--- src/rtl/assert_macros.svh ---
// Assertion macros shared by the modulator RTL.
// Each macro expects clk and arst_n in the scope where it is used.
`ifndef ASSERT_MACROS_SVH
`define ASSERT_MACROS_SVH

// Property that must hold at every clock edge outside reset
`define OVF_ASSERT(label, prop, msg) \
	label: assert property (@(posedge clk) disable iff (!arst_n) prop) else $error(msg);

// Condition on one edge implies a consequence on the next edge
`define OVF_ASSERT_NEXT(label, pre, post, msg) \
	label: assert property (@(posedge clk) disable iff (!arst_n) (pre) |=> (post)) else $error(msg);

`endif

--- src/rtl/ovf_pkg.sv ---
// Shared types, constants and helper functions for the V/f modulator.
// No dependencies; used by ovf_mul, ovf_seq and the core top level.
`timescale 1ns / 1ps

package ovf_pkg;

	// Shared multiplier operand and product widths
	localparam int MUL_A_W = 32;
	localparam int MUL_B_W = 30;
	localparam int MUL_P_W = MUL_A_W + MUL_B_W;

	// Fixed constants of the transforms
	localparam logic signed [31:0] POLY_SEED  = 32'sd172272;
	localparam logic [14:0]        SQRT3_HALF = 15'd28378;
	localparam logic [15:0]        DUTY_FULL  = 16'h7FFF;

	// Sequencer step numbering
	localparam int STEP_W = 5;
	typedef logic [STEP_W-1:0] step_t;

	localparam step_t ST_INCR  = 5'd0;
	localparam step_t ST_SIN   = 5'd1;
	localparam step_t ST_COS   = 5'd7;
	localparam step_t ST_ALPHA = 5'd13;
	localparam step_t ST_BETA  = 5'd14;
	localparam step_t ST_SB    = 5'd15;
	localparam step_t ST_DUTY  = 5'd16;
	localparam step_t ST_SPEED = 5'd19;
	localparam step_t ST_LAST  = 5'd19;

	// Offsets inside one sine evaluation
	localparam step_t SUB_SQ  = 5'd0;
	localparam step_t SUB_P0  = 5'd1;
	localparam step_t SUB_FIN = 5'd5;

	// Operation carried out by one multiply/write-back pair
	typedef enum logic [3:0] {
		OP_INCR,
		OP_SQ,
		OP_POLY,
		OP_FIN,
		OP_ALPHA,
		OP_BETA,
		OP_SB,
		OP_DUTY,
		OP_SPEED
	} op_t;

	typedef struct packed {
		op_t        kind;
		logic       cosine;
		logic [1:0] idx;
	} op_dec_t;

	// Configuration register indexes
	typedef enum logic [2:0] {
		REG_RAMP_STEP,
		REG_ANGLE_GAIN,
		REG_UQ_LEVEL,
		REG_PWM_PERIOD,
		REG_SLOW_DIVIDE,
		REG_UNWRAP_LIMIT,
		REG_SPEED_SCALE
	} reg_idx_t;

	// Sequencer to datapath control
	typedef struct packed {
		step_t step;
		logic  accept;
		logic  mul;
		logic  wb;
		logic  fin;
	} seq_ctl_t;

	// Map a step number onto its operation
	function automatic op_dec_t op_decode(input step_t s);
		op_dec_t d;
		step_t   rel;
		d.kind   = OP_INCR;
		d.cosine = 1'b0;
		d.idx    = 2'd0;
		rel      = '0;
		if (s == ST_INCR) begin
			d.kind = OP_INCR;
		end else if (s < ST_ALPHA) begin
			d.cosine = (s >= ST_COS);
			rel = d.cosine ? step_t'(s - ST_COS) : step_t'(s - ST_SIN);
			if (rel == SUB_SQ) begin
				d.kind = OP_SQ;
			end else if (rel == SUB_FIN) begin
				d.kind = OP_FIN;
			end else begin
				d.kind = OP_POLY;
				d.idx  = 2'(rel - SUB_P0);
			end
		end else if (s == ST_ALPHA) begin
			d.kind = OP_ALPHA;
		end else if (s == ST_BETA) begin
			d.kind = OP_BETA;
		end else if (s == ST_SB) begin
			d.kind = OP_SB;
		end else if (s < ST_SPEED) begin
			d.kind = OP_DUTY;
			d.idx  = 2'(s - ST_DUTY);
		end else begin
			d.kind = OP_SPEED;
		end
		return d;
	endfunction

	// Horner coefficients of the quarter-wave sine, Q30
	function automatic logic signed [31:0] poly_coef(input logic [1:0] i);
		logic signed [31:0] c;
		case (i)
			2'd0:    c = -32'sd5026995;
			2'd1:    c = 32'sd85569306;
			2'd2:    c = -32'sd693598668;
			default: c = 32'sd1686629713;
		endcase
		return c;
	endfunction

	// Phase value -1..1 (Q15) to duty level 0..32767
	function automatic logic [14:0] duty_level(input logic signed [17:0] x);
		logic signed [18:0] t;
		logic [14:0]        d;
		t = 19'(x) + 19'sd32768;
		if (t <= 19'sd0)
			d = 15'd0;
		else if (t[18:1] > 18'd32767)
			d = 15'h7FFF;
		else
			d = t[15:1];
		return d;
	endfunction

endpackage

--- src/rtl/ovf_mul.sv ---
// Shared signed multiplier with a registered product.
// Depends on ovf_pkg for operand widths.
`timescale 1ns / 1ps

module ovf_mul import ovf_pkg::*; (
	input  logic                      clk,
	input  logic                      en,
	input  logic signed [MUL_A_W-1:0] a,
	input  logic signed [MUL_B_W-1:0] b,
	output logic signed [MUL_P_W-1:0] p_q
);

	// One product per enabled cycle
	always_ff @(posedge clk) begin
		if (en) begin
			p_q <= a * b;
		end
	end

endmodule

--- config.mk ---
export PLATFORM = sky130hd
export DESIGN_NAME = ovf_mul
export DESIGN_NICKNAME = d
export VERILOG_FILES = /design/src/rtl/assert_macros.svh /design/src/rtl/ovf_pkg.sv /design/src/rtl/ovf_mul.sv
export SDC_FILE = /design/constraint.sdc
export NUM_CORES = 2
export LEC_CHECK = 0
export BUFFER_PORTS_ARGS = -buffer_cell sky130_fd_sc_hd__buf_4
export CAP_MARGIN = 5
export CORE_MARGIN = 3
export CORE_UTILIZATION = 64
export DETAILED_ROUTE_END_ITERATION = 16
export PLACE_DENSITY_LB_ADDON = 0.1
export SETUP_SLACK_MARGIN = 0.2
export SLEW_MARGIN = 25
export SYNTH_ARGS = -nofsm -noshare
export SYNTH_HDL_FRONTEND = slang
export SYNTH_SLANG_ARGS = --single-unit
--- constraint.sdc ---
create_clock -name clk -period 14.89 [get_ports clk]
set_input_delay 2.978 -clock clk [delete_from_list [all_inputs] [get_ports clk]]
set_output_delay 2.978 -clock clk [all_outputs]
set_load 0.01 [all_outputs]
==> run metrics <==
routed vias=around 26000; top flop regs=p_q x62; yosys warns=0; per-cell routed wire length=between 20 and 25 um; H-tree depth=3; Crit Path Max Fanout=32; post-layout min period=roughly 11 ns; max incr delay on CP=around 0.90 ns; most flop-heavy register=p_q; actual slew at the worst max-slew pin=0.778 ns; Die ar.=about 0.060 mm^2; port bufs=about 130; DR vias/cell=roughly 5.7; Final Hold Slack=roughly 3.2 ns; Setup CP Type=input pin to flop; status=finished clean; GRT overflow=0; Hold WC Path Type=input pin to flop; initial drt markers=1506; CP max stage cell=fa_1; die height=245 um; Unique masters post-synth=just over 60; period utilization=74.3%; CTS Hold Buffers Added=0; GP Congestion=0.909; hpwl dp=between 70000 and 80000 um; EDFF count, synth=62; area taken by multi-input logic gates=0.0300 mm^2; max FFs per register=62; number of setup violations in the final report=0; CTS Sinks=62; fin cells=between 4000 and 5000; Max Freq=around 90 MHz; post-route ant nets=0; vias in the first global route=between 20000 and 30000; post-synthesis sequential area ratio=between 5 and 6%; DRC viols=0; largest net degree at the start of global routing=63; drt total wl=93600 um; Slew Viols, Final=0; Layout fillers=4525; RSZ-0062 raised after global routing=false; synthesized area=about 0.037 mm^2; CTS tree=built; Fin. Hold Viols=0; die width=around 240 um; Post-Syn Instances=around 3900; Max-cap violations=0; register area=0.00186 mm^2; number of antenna violations at the first check in global routing=4; crit end category=flop; area grow syn2layout=3.99%; Core Area=~0.056 mm^2; Async SR Flop Fraction=0%; Root Buffer=clkbuf_16; synthesized flop and latch total=62; global-route usage over all layers=33.5%; TritonCTS Buffers=9; share of layout cells above drive strength 1=under 10%; Initial Utilization=roughly two thirds; row count=86; Top Ports=between 100 and 150; Critical Path AT=between 10 and 15 ns; most frequent CP cell=fa_1; Worst Path Required=about 15 ns; Syn Area/Cell=9.42 um^2; crit start category=input pin; postcts setup bufs=0; Nets=5065; Pre-Repair DR Iteration Count=5; Synth Flop Type=edfxtp_1; post-CTS sizing=0; slew margin rel.=between 40 and 50%; placed insts=about 4500; Synthesized Nets=between 5000 and 6000; setup TNS=0 ns; Reg clk slew, reported paths=~0.060 ns; CTS max path bufs=2; first-pass GRT wire length=between 150000 and 200000 um
[final cells by class]
cell class | count | share of cell area, %
multi-input cells | 2570 | 78.9
clock inverters | 7 | 0.329
repair buffers | 125 | 2.47
inverters | 1041 | 10.3
diodes | 2 | 0.0132
flip-flops and latches | 62 | 4.90
well taps | 748 | 2.46
clock buffers | 9 | 0.593
[cell families after synthesis]
logic type / Yosys count / synth area share, %
adders and majority gates: 1192 / 61.7
DFF: 62 / 5.10
AOI/OAI and AO/OA: 204 / 3.93
and+or+nand+nor: 1106 / 14.9
muxes: 1 / 0.0308
buffers and inverters: 1245 / 12.8
xor gates and xnor gates: 67 / 1.61
[per-stage QoR]
| step | worst slack (ns) | area (um^2) | utilization, % |
|---|---|---|---|
| after floorplan | 4.20 | 36500 | - |
| after global placement | 3.73 | 37600 | 67.5 |
| after detailed placement | 3.54 | 37600 | 67.5 |
| after CTS | 3.91 | 38000 | 68.1 |
| after global routing | 3.43 | 38000 | 68.1 |
| final | 3.82 | 38000 | 68.1 |
[layer usage]
layer,part of all wire (%),global-route usage [%],vias up
li1,-,-,10900
met1,37,41.6,13500
met2,51,58.6,1051
met3,6.7,4.44,312
met4,5.9,16.2,0
met5,0,0,-
[synth_stat cells, types with 4 or more instances]
master    count  area [um^2]
o21bai_1      9         67.6
a41oi_1       4         35.0
xnor2_1      49          429
o21ai_1       5         25.0
fa_1       1014        20300
ha_1        178         2230
nand2b_1     13         81.3
nand2_1     531         1990
a21oi_1      61          305
edfxtp_1     62         1860
nand3_1      14         70.1
inv_1      1040         3900
a221oi_1      4         35.0
nor3_1       13         65.1
o21ai_2       6         52.6
a211oi_1      6         45.0
and2_1      444         2780
o21ai_0      29          145
buf_2         5         25.0
o21a_1        4         30.0
nor2_1       56          210
nand4_1       8         50.1
clkbuf_1    199          747
nor2b_1      10         62.6
o211ai_1      6         45.0
xor2_1       18          158
a21o_1       31          233
and3_1        4         25.0
[cell usage in the layout (no fill, tap or decap), types with 5 or more instances in the layout]
master     count
fa_1        1014
o21ai_2        6
o21ai_0       29
o21ai_1        5
nand2_1      531
nand2b_1      13
nand4_1        8
buf_4        125
clkbuf_16      9
inv_1       1039
xnor2_1       49
a211oi_1       6
nor2_1        56
edfxtp_1      62
nor2b_1       10
nand3_1       14
nor3_1        13
and2_1       444
o21bai_1       9
o211ai_1       6
xor2_1        18
a21oi_1       61
a21o_1        31
ha_1         178
[worst max-delay path, delay by kind of cell]
kind | cells | cell delay, ns
AO/OA/AOI/OAI | 5 | 1.23
adder cells (fa/ha/maj) | 9 | 4.79
buffers and inverters | 8 | 1.50
AND/OR/NAND/NOR | 3 | 0.61
[worst paths after layout]
path	depth (start not counted)	slack [ns]	to	start
max	25	3.82	p_q[60]	b[3]
min	1	3.25	p_q[11]	en
Power is left out: the tool's default activity adds up to more than one toggle a clock period on the data nets, which glitch-free logic cannot reach.
