==> config.mk <==
export PLATFORM = sky130hd
export DESIGN_NAME = ovf_seq
export DESIGN_NICKNAME = d
export VERILOG_FILES = /design/src/rtl/assert_macros.svh /design/src/rtl/ovf_pkg.sv /design/src/rtl/ovf_seq.sv
export SDC_FILE = /design/constraint.sdc
export NUM_CORES = 1
export LEC_CHECK = 0
export CORE_AREA = 2 2 39 41
export CTS_CLUSTER_DIAMETER = 50
export DETAILED_ROUTE_END_ITERATION = 7
export DIE_AREA = 0 0 41 43
export DONT_BUFFER_PORTS = 1
export GPL_TIMING_DRIVEN = 0
export PLACE_DENSITY_LB_ADDON = 0.08
export SETUP_SLACK_MARGIN = 0.2
export SLEW_MARGIN = 0
export SYNTH_ARGS = -nofsm -noshare
export SYNTH_HDL_FRONTEND = slang
export SYNTH_SLANG_ARGS = --single-unit
==> constraint.sdc <==
create_clock -name clk -period 1.6 [get_ports clk]
set_input_delay 0.48 -clock clk [delete_from_list [all_inputs] [get_ports clk]]
set_output_delay 0.48 -clock clk [all_outputs]
set_load 0.01 [all_outputs]
==> src/rtl/assert_macros.svh <==
// Assertion macros shared by the modulator RTL.
// Each macro expects clk and arst_n in the scope where it is used.
`ifndef ASSERT_MACROS_SVH
`define ASSERT_MACROS_SVH

// Property that must hold at every clock edge outside reset
`define OVF_ASSERT(label, prop, msg) \
	label: assert property (@(posedge clk) disable iff (!arst_n) prop) else $error(msg);

// Condition on one edge implies a consequence on the next edge
`define OVF_ASSERT_NEXT(label, pre, post, msg) \
	label: assert property (@(posedge clk) disable iff (!arst_n) (pre) |=> (post)) else $error(msg);

`endif

==> src/rtl/ovf_pkg.sv <==
// Shared types, constants and helper functions for the V/f modulator.
// No dependencies; used by ovf_mul, ovf_seq and the core top level.
`timescale 1ns / 1ps

package ovf_pkg;

	// Shared multiplier operand and product widths
	localparam int MUL_A_W = 32;
	localparam int MUL_B_W = 30;
	localparam int MUL_P_W = MUL_A_W + MUL_B_W;

	// Fixed constants of the transforms
	localparam logic signed [31:0] POLY_SEED  = 32'sd172272;
	localparam logic [14:0]        SQRT3_HALF = 15'd28378;
	localparam logic [15:0]        DUTY_FULL  = 16'h7FFF;

	// Sequencer step numbering
	localparam int STEP_W = 5;
	typedef logic [STEP_W-1:0] step_t;

	localparam step_t ST_INCR  = 5'd0;
	localparam step_t ST_SIN   = 5'd1;
	localparam step_t ST_COS   = 5'd7;
	localparam step_t ST_ALPHA = 5'd13;
	localparam step_t ST_BETA  = 5'd14;
	localparam step_t ST_SB    = 5'd15;
	localparam step_t ST_DUTY  = 5'd16;
	localparam step_t ST_SPEED = 5'd19;
	localparam step_t ST_LAST  = 5'd19;

	// Offsets inside one sine evaluation
	localparam step_t SUB_SQ  = 5'd0;
	localparam step_t SUB_P0  = 5'd1;
	localparam step_t SUB_FIN = 5'd5;

	// Operation carried out by one multiply/write-back pair
	typedef enum logic [3:0] {
		OP_INCR,
		OP_SQ,
		OP_POLY,
		OP_FIN,
		OP_ALPHA,
		OP_BETA,
		OP_SB,
		OP_DUTY,
		OP_SPEED
	} op_t;

	typedef struct packed {
		op_t        kind;
		logic       cosine;
		logic [1:0] idx;
	} op_dec_t;

	// Configuration register indexes
	typedef enum logic [2:0] {
		REG_RAMP_STEP,
		REG_ANGLE_GAIN,
		REG_UQ_LEVEL,
		REG_PWM_PERIOD,
		REG_SLOW_DIVIDE,
		REG_UNWRAP_LIMIT,
		REG_SPEED_SCALE
	} reg_idx_t;

	// Sequencer to datapath control
	typedef struct packed {
		step_t step;
		logic  accept;
		logic  mul;
		logic  wb;
		logic  fin;
	} seq_ctl_t;

	// Map a step number onto its operation
	function automatic op_dec_t op_decode(input step_t s);
		op_dec_t d;
		step_t   rel;
		d.kind   = OP_INCR;
		d.cosine = 1'b0;
		d.idx    = 2'd0;
		rel      = '0;
		if (s == ST_INCR) begin
			d.kind = OP_INCR;
		end else if (s < ST_ALPHA) begin
			d.cosine = (s >= ST_COS);
			rel = d.cosine ? step_t'(s - ST_COS) : step_t'(s - ST_SIN);
			if (rel == SUB_SQ) begin
				d.kind = OP_SQ;
			end else if (rel == SUB_FIN) begin
				d.kind = OP_FIN;
			end else begin
				d.kind = OP_POLY;
				d.idx  = 2'(rel - SUB_P0);
			end
		end else if (s == ST_ALPHA) begin
			d.kind = OP_ALPHA;
		end else if (s == ST_BETA) begin
			d.kind = OP_BETA;
		end else if (s == ST_SB) begin
			d.kind = OP_SB;
		end else if (s < ST_SPEED) begin
			d.kind = OP_DUTY;
			d.idx  = 2'(s - ST_DUTY);
		end else begin
			d.kind = OP_SPEED;
		end
		return d;
	endfunction

	// Horner coefficients of the quarter-wave sine, Q30
	function automatic logic signed [31:0] poly_coef(input logic [1:0] i);
		logic signed [31:0] c;
		case (i)
			2'd0:    c = -32'sd5026995;
			2'd1:    c = 32'sd85569306;
			2'd2:    c = -32'sd693598668;
			default: c = 32'sd1686629713;
		endcase
		return c;
	endfunction

	// Phase value -1..1 (Q15) to duty level 0..32767
	function automatic logic [14:0] duty_level(input logic signed [17:0] x);
		logic signed [18:0] t;
		logic [14:0]        d;
		t = 19'(x) + 19'sd32768;
		if (t <= 19'sd0)
			d = 15'd0;
		else if (t[18:1] > 18'd32767)
			d = 15'h7FFF;
		else
			d = t[15:1];
		return d;
	endfunction

endpackage

==> src/rtl/ovf_seq.sv <==
// Step sequencer: walks the multiply/write-back program for one item.
// Depends on ovf_pkg for the step numbering and control struct.
`timescale 1ns / 1ps

module ovf_seq import ovf_pkg::*; (
	input  logic     clk,
	input  logic     arst_n,
	input  logic     in_valid,
	input  logic     out_busy,
	output logic     in_stall,
	output seq_ctl_t ctl
);

	typedef enum logic [3:0] {
		S_IDLE = 4'b0001,
		S_MUL  = 4'b0010,
		S_WB   = 4'b0100,
		S_FIN  = 4'b1000
	} state_t;

	state_t state_q;
	step_t  step_q;

	// Control decode
	always_comb begin
		ctl.step   = step_q;
		ctl.accept = (state_q == S_IDLE) && in_valid;
		ctl.mul    = (state_q == S_MUL);
		ctl.wb     = (state_q == S_WB);
		ctl.fin    = (state_q == S_FIN) && !out_busy;
		in_stall   = (state_q != S_IDLE);
	end

	// State and step counter
	always_ff @(posedge clk or negedge arst_n) begin
		if (!arst_n) begin
			state_q <= S_IDLE;
			step_q  <= ST_INCR;
		end else begin
			case (state_q)
				S_IDLE: begin
					if (in_valid) begin
						state_q <= S_MUL;
						step_q  <= ST_INCR;
					end
				end
				S_MUL: begin
					state_q <= S_WB;
				end
				S_WB: begin
					if (step_q == ST_LAST) begin
						state_q <= S_FIN;
					end else begin
						step_q  <= step_t'(step_q + step_t'(1));
						state_q <= S_MUL;
					end
				end
				S_FIN: begin
					if (!out_busy) state_q <= S_IDLE;
				end
				default: begin
					state_q <= S_IDLE;
				end
			endcase
		end
	end

endmodule

==> qor.yml, run 1 <==
synthesis:
  synthesis.area_sq_um: 517
  ys_ff_latch: 9
  syn_avg_cell_area_sq_um: 9.57
  synth_area_leaders: "dfrtp_1 (39%), o211ai_1 (5.8%), dfstp_2 (5.1%)"
  syn_nets: 59
  synthMostInstantiatedCell: "dfrtp_1"
  synth_edf_count: 0
  yosysTopAreaCellShare: 0.387
  async_flop_share: 1.00
  yosysUniqueCellTypes: 26
  ys.flop_type: "dfrtp_1"
  seq_area_frac_synth: 0.438
  yosysWarnings: 0
  netlist_instances: 54
  synthTopCellsByCount: "dfrtp_1 (8), inv_1 (7), nand3_1 (5)"
  synth_top_area_cell: "dfrtp_1"
setup_path:
  cp_max_fo: 7
  cp-end-kind: "primary output"
  critical_path_class: "reg2out"
  cp_data_arrival_time_ns: 1.32
  start_kind: "flop"
  critical_path_required_ns: 1.12
final_layout:
  drive_gt1_frac: 0.397
  stdcell_area_sq_um: 722
  multiInputGateArea_sq_um: 324
  filler_cell_count: 126
  utilization: 0.522
  areaGrowthSynthToFinish_pct: 39.7
  diodes: 0
  nets: 74
  regArea_sq_um: 231
sta:
  setup_viol: 5
  max_freq_ghz: 0.556
  fin_crit_sh: 1.12
  slew_headroom: 0.743
  fin_crit_ns: 1.80
  slew_viol_final: 0
  grt_setup_unrepaired: "true"
  hold_viol: 0
  setup_ws_ns: -0.200
  skew_ns: 0.00402
  worst_pin_slew_ns: 0.385
  whs_ns: 0.0631
detailed_routing:
  via_per_inst: 5.60
  wl_mm: 1.29
  ant_nets: 0
  post-route-drc-count: 0
  first_pass_iters: 1
  drtIter0Drc: 0
  post_drt_wl_per_cell_microns: 15.3
  vias: 470
global_routing:
  grt_max_degree: 9
  grt_overflow: 0
  grt_usage: 0.176
  grt_pass1_vias: 505
  antenna_found_initial: 0
  grt_pass1_wl_mm: 2.05
clock_network:
  insertion_delay_ns: 0.26
  cts_tree: "done"
  cts_made_buffers: 3
  clkTransAtPathRegs_ns: 0.06
  cts_sinks: 9
  cts-root-buf: "clkbuf_4"
  ctsHtreeMaxLevel: 1
  clockBufferDepth: 2
placement:
  place_congestion: 0.691
  dp_slack_ns: -0.0731
  numPortBuffers: 0
  place_hpwl_microns: 854
  postPlaceCellArea_sq_um: 544
floorplan:
  start_util: 0.373
  row_count: 14
  dieHeight_microns: 43
  io_pins: 14
  fp.dieW_microns: 41
  core-area_sq_um: 1380
  fp.dieArea_sq_um: 1760
job:
  drv_cap: 0
worst_hold_path:
  min_path_type: "in2async"
run_status:
  outcome: "finished, violations left"
  violations: "setup timing"
power:
  leakage_nw: 0.296
  pwr_density_cell_nw_per_um2: 1410
  ir_drop_mv: 0.717
==> final timing paths <==
| kind | start | endpoint | slack [ns] | cells past startpoint |
|---|---|---|---|---|
| setup / recovery | state_q[3]$_DFFE_PN0P_ | ctl[1] | -0.20 | 2 |
| hold / removal | arst_n | state_q[0]$_DFFE_PN1P_ | 0.06 | 0 |
| setup reg to reg | state_q[3]$_DFFE_PN0P_ | step_q[4]$_DFFE_PN0P_ | -0.03 | 4 |
| hold reg to reg | state_q[1]$_DFFE_PN0P_ | state_q[3]$_DFFE_PN0P_ | 0.61 | 2 |
| max in group asynchronous | arst_n | step_q[0]$_DFFE_PN0P_ | 0.73 | 1 |
| min in group clk | in_valid | state_q[0]$_DFFE_PN1P_ | 0.46 | 2 |
==> power by group <==
group          total (mW)  internal, mW  switching [mW]
Clock               0.175        0.0961          0.0785
Combinational       0.518         0.269           0.248
Sequential          0.327         0.281          0.0465
==> routing by layer <==
metal  up-vias  share of wire  global-route usage
met4         0              0              0.0800
li1        228              -                   -
met1       225           0.40               0.213
met2        17           0.52               0.272
met3         0          0.078              0.0524
met5         -              0                   0
==> cells in the final DEF, fill, tap and decap left out, drive strengths merged, types with 2 or more instances in the layout <==
cell,n
and3,3
nor2b,2
o211ai,4
buf,9
nand3,5
inv,7
clkbuf,4
nand2b,2
nor2,2
dfrtp,8
or3,4
==> through the flow <==
step / setup TNS, ns / power (mW) / instances
floorplan: 0 / 0.530 / 54
global placement: -0.0592 / 0.572 / 70
detailed placement: -0.215 / 0.584 / 70
CTS: -0.445 / 0.965 / 83
global route: -0.721 / 1.08 / 84
finish: -0.371 / 1.02 / 84
==> sequential cells by signal, indices dropped and copies added (netlist names) <==
name and flops:
step_q 5, state_q 4
==> area by class of cell <==
class | instances | share of cell area
sequential | 9 | 0.321
tap | 16 | 0.0277
clock buffer | 4 | 0.0364
timing repair buffer | 10 | 0.123
inverter | 7 | 0.0433
multi-input combinational | 38 | 0.449
==> worst max-delay path, cell delays in order (launching register included) <==
cell     delay (ns)
dfrtp_2        0.40
or4b_4         0.55
inv_6          0.11
==> what timing repair did <==
item | CTS | global route
buffers inserted | 8 | 1
pin swaps | 4 | 3
endpoints found under the setup margin | 11 | 12
cloned | 0 | 0
endpoints found under the hold margin | 8 | 0
hold buffers | 1 | 0
gates resized for setup | 13 | 5
==> cells by family after synthesis <==
logic type	synth area share
compound gates	0.162
xor+xnor	0.0170
simple gates	0.307
buf+inv	0.0509
flops	0.438
fa+ha+maj	0.0242
No activity file was read; power rests on OpenSTA's default activity.
==> inputs of run 2 (changes only) <==
==> constraint.sdc (replaced) <==
create_clock -name clk -period 2.2 [get_ports clk]
set_input_delay 0.66 -clock clk [delete_from_list [all_inputs] [get_ports clk]]
set_output_delay 0.66 -clock clk [all_outputs]
set_load 0.01 [all_outputs]
==> qor.yml, run 2 (same netlist as run 1, synthesis figures left out) <==
run_status:
  outcome: "completed"
sta:
  fin_crit_ns: 2.05
  finalSetupTns_ns: 0
  setup_viol: 0
  slew_viol_final: 0
  hold_viol: 0
  skew_ns: 0.00473
  max_freq_ghz: 0.487
  fin_crit_sh: 0.933
  grt_setup_unrepaired: "true"
  slew_headroom: 0.553
  worst_pin_slew_ns: 0.669
  setup_ws_ns: 0.148
global_routing:
  met1_usage: 0.195
  grt_usage: 0.163
  antenna_found_initial: 0
  grt_max_degree: 10
  grt_pass1_wl_mm: 1.92
  gr-usage-met2: 0.253
  grt_overflow: 0
  busiest_layer: "met2"
  grt_pass1_vias: 478
  use_met3: 0.0471
setup_path:
  critical_path_class: "reg2out"
  cp-end-kind: "primary output"
  timing.rr.start: "state_q[0]$_DFFE_PN1P_"
  cp-startpoint: "state_q[1]$_DFFE_PN0P_"
  regToRegSetupSlack_ns: 0.48
  cp_data_arrival_time_ns: 1.39
  cp_max_fo: 7
  critical_path_required_ns: 1.54
  r2r_end: "step_q[3]$_DFFE_PN0P_"
  crit_end: "ctl[1]"
  reg2reg_depth: 4
  start_kind: "flop"
detailed_routing:
  wl_mm: 1.17
  first_pass_iters: 2
  drtIter0Drc: 2
  ant_nets: 0
  post_drt_wl_per_cell_microns: 14.8
  via_per_inst: 5.63
  vias: 445
  post-route-drc-count: 0
clock_network:
  cts_sinks: 9
  ctsHtreeMaxLevel: 1
  cts_made_buffers: 3
  cts-root-buf: "clkbuf_4"
  clkTransAtPathRegs_ns: 0.06
  insertion_delay_ns: 0.26
  clockBufferDepth: 2
  cts_tree: "done"
power:
  p_clk_frac: 0.215
  switching_share: 0.365
  leakage_nw: 0.251
  p_total_mw: 0.583
  p_sw_mw: 0.213
  pwr-share-seq: 0.422
  comb_power_share: 0.363
  pwr_density_cell_nw_per_um2: 958
  p_int_mw: 0.370
  ir_drop_mv: 0.506
placement:
  dp_slack_ns: 0.256
  place_congestion: 0.683
  place_hpwl_microns: 871
  numPortBuffers: 0
worst_hold_path:
  min_path_type: "in2async"
floorplan:
  io_pins: 14
  row_count: 14
  fp.dieW_microns: 41
  fp.dieArea_sq_um: 1760
  start_util: 0.373
  dieHeight_microns: 43
  core-area_sq_um: 1380
final_layout:
  reg.largest.list: "step_q x5, state_q x4"
  filler_cell_count: 138
  diodes: 0
  utilization: 0.439
  largest_reg_flops: 5
  top_register: "step_q"
  regArea_sq_um: 230
  layout_commonest_cell: "inv_1"
  layout_common_cells: "inv_1 (6), nand3_1 (5), buf_4 (5), dfrtp_1 (5)"
  drive_gt1_frac: 0.254
  multiInputGateArea_sq_um: 264
  areaGrowthSynthToFinish_pct: 17.7
  nets: 69
job:
  drv_cap: 0
==> run 2: worst min-delay path by stage <==
stage,end,slack [ns],cells past startpoint
global placement,step_q[0]$_DFFE_PN0P_,0.36,0
floorplan,state_q[1]$_DFFE_PN0P_,0.36,0
finish,step_q[0]$_DFFE_PN0P_,0.09,0
global route,state_q[3]$_DFFE_PN0P_,0.08,0
detailed placement,step_q[0]$_DFFE_PN0P_,0.36,0
CTS,state_q[1]$_DFFE_PN0P_,0.08,0
==> run 2: through the flow <==
stage	cell area, sq um	hold slack, ns	instances
floorplan	517	0.364	54
CTS	593	0.0816	77
global route	608	0.0767	79
global placement	537	0.365	70
finish	608	0.0908	79
detailed placement	537	0.365	70
==> run 2: cell type report <==
type | instances | area share
Clock buffer | 4 | 0.0432
Inverter | 7 | 0.0494
Timing Repair Buffer | 5 | 0.0617
Tap cell | 16 | 0.0329
Sequential cell | 9 | 0.379
Multi-Input combinational cell | 38 | 0.434
==> run 2: power groups by stage <==
stage               sequential, mW  combinational, mW  clock (mW)
finish                       0.246              0.211       0.125
global route                 0.251              0.239       0.138
CTS                          0.252              0.187       0.131
detailed placement           0.268              0.153           0
global placement             0.260              0.147           0
floorplan                    0.249              0.128           0
==> run 2: metal layers <==
metal,up-vias,share of wire
met5,-,0
met4,0,0
met3,0,0.090
met2,15,0.51
met1,213,0.40
li1,217,-
==> run 2: critical path, stage by stage (launching register included) <==
cell        delay, ns
dfrtp_2          0.40
or4b_4           0.56
clkinvlp_4       0.17
==> run 2: what timing repair did <==
item	in CTS	in global routing
buffers inserted	3	2
cloned	0	0
hold buffers	0	0
endpoints found under the setup margin	1	2
resized for setup	4	0
endpoints found under the hold margin	0	0
pin swaps	1	0
==> inputs of run 3 (changes only) <==
--- a/config.mk
+++ b/config.mk
@@ -5,15 +5,16 @@
 export SDC_FILE = /design/constraint.sdc
 export NUM_CORES = 1
 export LEC_CHECK = 0
-export CORE_AREA = 2 2 39 41
+export ABC_AREA = 1
+export CORE_MARGIN = 1
+export CORE_UTILIZATION = 43
 export CTS_CLUSTER_DIAMETER = 50
 export DETAILED_ROUTE_END_ITERATION = 7
-export DIE_AREA = 0 0 41 43
 export DONT_BUFFER_PORTS = 1
 export GPL_TIMING_DRIVEN = 0
 export PLACE_DENSITY_LB_ADDON = 0.08
 export SETUP_SLACK_MARGIN = 0.2
-export SLEW_MARGIN = 0
+export SLEW_MARGIN = 40
 export SYNTH_ARGS = -nofsm -noshare
 export SYNTH_HDL_FRONTEND = slang
 export SYNTH_SLANG_ARGS = --single-unit
==> qor.yml, run 3 <==
run_status:
  outcome: "completed"
sta:
  fin_crit_ns: 1.92
  fin_crit_sh: 0.875
  setup_ws_ns: 0.276
  max_freq_ghz: 0.520
  grt_setup_unrepaired: "false"
  slew_headroom: 0.661
  skew_ns: 0.00261
  hold_viol: 0
  slew_viol_final: 0
  worst_pin_slew_ns: 0.504
  setup_viol: 0
  finalSetupTns_ns: 0
clock_network:
  clkTransAtPathRegs_ns: 0.06
  cts-root-buf: "clkbuf_4"
  cts_sinks: 9
  postCtsSetupBuffers: 0
  cts_tree: "done"
  ctsHtreeMaxLevel: 1
  cts-resized-gates: 0
  cts_made_buffers: 3
  ctsHoldBuffers: 0
  clockBufferDepth: 2
  insertion_delay_ns: 0.26
setup_path:
  cp_data_arrival_time_ns: 1.26
  crit_path_top_delay_cell: "dfstp_2"
  worstPathCellList: "inv_1, nor2_2, nand2_2, nor2_4"
  cp-end-kind: "primary output"
  cp_max_fo: 5
  critical_path_required_ns: 1.54
  critPathBufInv: 1
  worst_path_largest_cell_delay_ns: 0.53
  start_kind: "flop"
  critPathTopFamily: "flip-flops"
  critical_path_class: "reg2out"
floorplan:
  dieHeight_microns: 38.4
  io_pins: 14
  row_count: 12
  fp.dieArea_sq_um: 1480
  core-area_sq_um: 1170
  start_util: 0.487
  fp.dieW_microns: 38.4
power:
  ir_drop_mv: 0.691
  pwr_density_cell_nw_per_um2: 1030
  leakage_nw: 0.344
worst_hold_path:
  min_path_type: "in2async"
synthesis:
  async_flop_share: 1.00
  netlist_instances: 78
  synth_area_leaders: "dfrtp_1 (35%), nand2_1 (13%), nand3_1 (7.9%)"
  ys_ff_latch: 9
  synthTopCellsByCount: "nand2_1 (19), inv_1 (12), nor2_1 (10)"
  yosysTopAreaCellShare: 0.351
  synthMostInstantiatedCell: "nand2_1"
  syn_avg_cell_area_sq_um: 7.31
  synthesis.area_sq_um: 571
  synth_top_area_cell: "dfrtp_1"
  ys.flop_type: "dfrtp_1"
  seq_area_frac_synth: 0.397
  synth_edf_count: 0
  yosysUniqueCellTypes: 18
  syn_nets: 83
  yosysWarnings: 0
final_layout:
  top_register: "step_q"
  drive_gt1_frac: 0.220
  layout_common_cells: "nand2_1 (19), inv_1 (12), nand3_1 (9), nor2_1 (9), dfrtp_1 (8)"
  layout_commonest_cell: "nand2_1"
  final_cells: 96
  diodes: 0
  areaGrowthSynthToFinish_pct: 8.99
  reg.largest.list: "step_q x5, state_q x4"
  largest_reg_flops: 5
  nets: 88
placement:
  place_hpwl_microns: 847
  numPortBuffers: 0
  place_congestion: 0.769
  dp_slack_ns: 0.429
  dp.cells: 92
detailed_routing:
  vias: 493
  via_per_inst: 5.14
  ant_nets: 0
  wl_mm: 1.12
  post-route-drc-count: 0
  drtIter0Drc: 5
  post_drt_wl_per_cell_microns: 11.7
  first_pass_iters: 4
global_routing:
  grt_overflow: 0
  grt_pass1_wl_mm: 1.81
  grt_max_degree: 10
  grt_pass1_vias: 447
  antenna_found_initial: 0
  grt_usage: 0.197
job:
  drv_cap: 0
-- run 3: changes by cell type after synthesis, sizes merged, moves of 2 or more --
cell	before	now
inv	7	13
nand4	0	2
nor2b	2	0
nand2	1	25
and3	3	0
or3	4	0
o211ai	4	0
nand3	5	11
nand2b	2	0
nor2	2	13
-- run 3: final cells by class --
class | instances | area (sq um)
buffer | 1 | 5.00
clock buffer | 4 | 26.3
fill | 119 | 549
inverter | 13 | 48.8
multi-input combinational | 55 | 298
sequential | 9 | 226
tap | 14 | 17.5
-- run 3: final timing paths --
check                           slack (ns)                      to              startpoint  depth (start not counted)
worst max register to register        0.85   step_q[4]$_DFFE_PN0P_   step_q[0]$_DFFE_PN0P_                          7
max in group asynchronous             1.94  state_q[0]$_DFFE_PN1P_                  arst_n                          0
worst max-delay path                  0.28                  ctl[3]  state_q[0]$_DFFE_PN1P_                          4
min in group clk                      0.59  state_q[3]$_DFFE_PN0P_                out_busy                          2
worst min-delay path                  0.08   step_q[4]$_DFFE_PN0P_                  arst_n                          0
worst min register to register        0.60   step_q[4]$_DFFE_PN0P_   step_q[4]$_DFFE_PN0P_                          2
-- run 3: cell families after synthesis --
group,synth area share
AOI/OAI and AO/OA,0.0132
xor gates and xnor gates,0.0154
adders and majority gates,0.0219
buffers and inverters,0.0943
DFF,0.397
and+or+nand+nor,0.458
-- run 3: metal layers --
layer  vias up  GRT usage  routed length (microns)
met5         -          0                        0
met3         4     0.0988                       62
li1        250          -                        -
met1       227      0.224                      530
met4         0      0.129                       29
met2        12      0.288                      500
-- run 3: power breakdown --
group	switching, mW	internal (mW)	leakage [nW]
sequential	0.0316	0.201	0.120
clock	0.0596	0.0700	0.0150
combinational	0.195	0.0817	0.208
-- run 3: metrics by stage --
stage                     utilization  hold WS (ns)  instance area [sq um]  power, mW
after floorplan                     -         0.364                    571      0.457
after global placement          0.502         0.365                    588      0.499
after detailed placement        0.502         0.365                    588      0.508
after CTS                       0.525        0.0750                    614      0.642
after global routing            0.531        0.0631                    622      0.690
final                           0.531        0.0839                    622      0.640
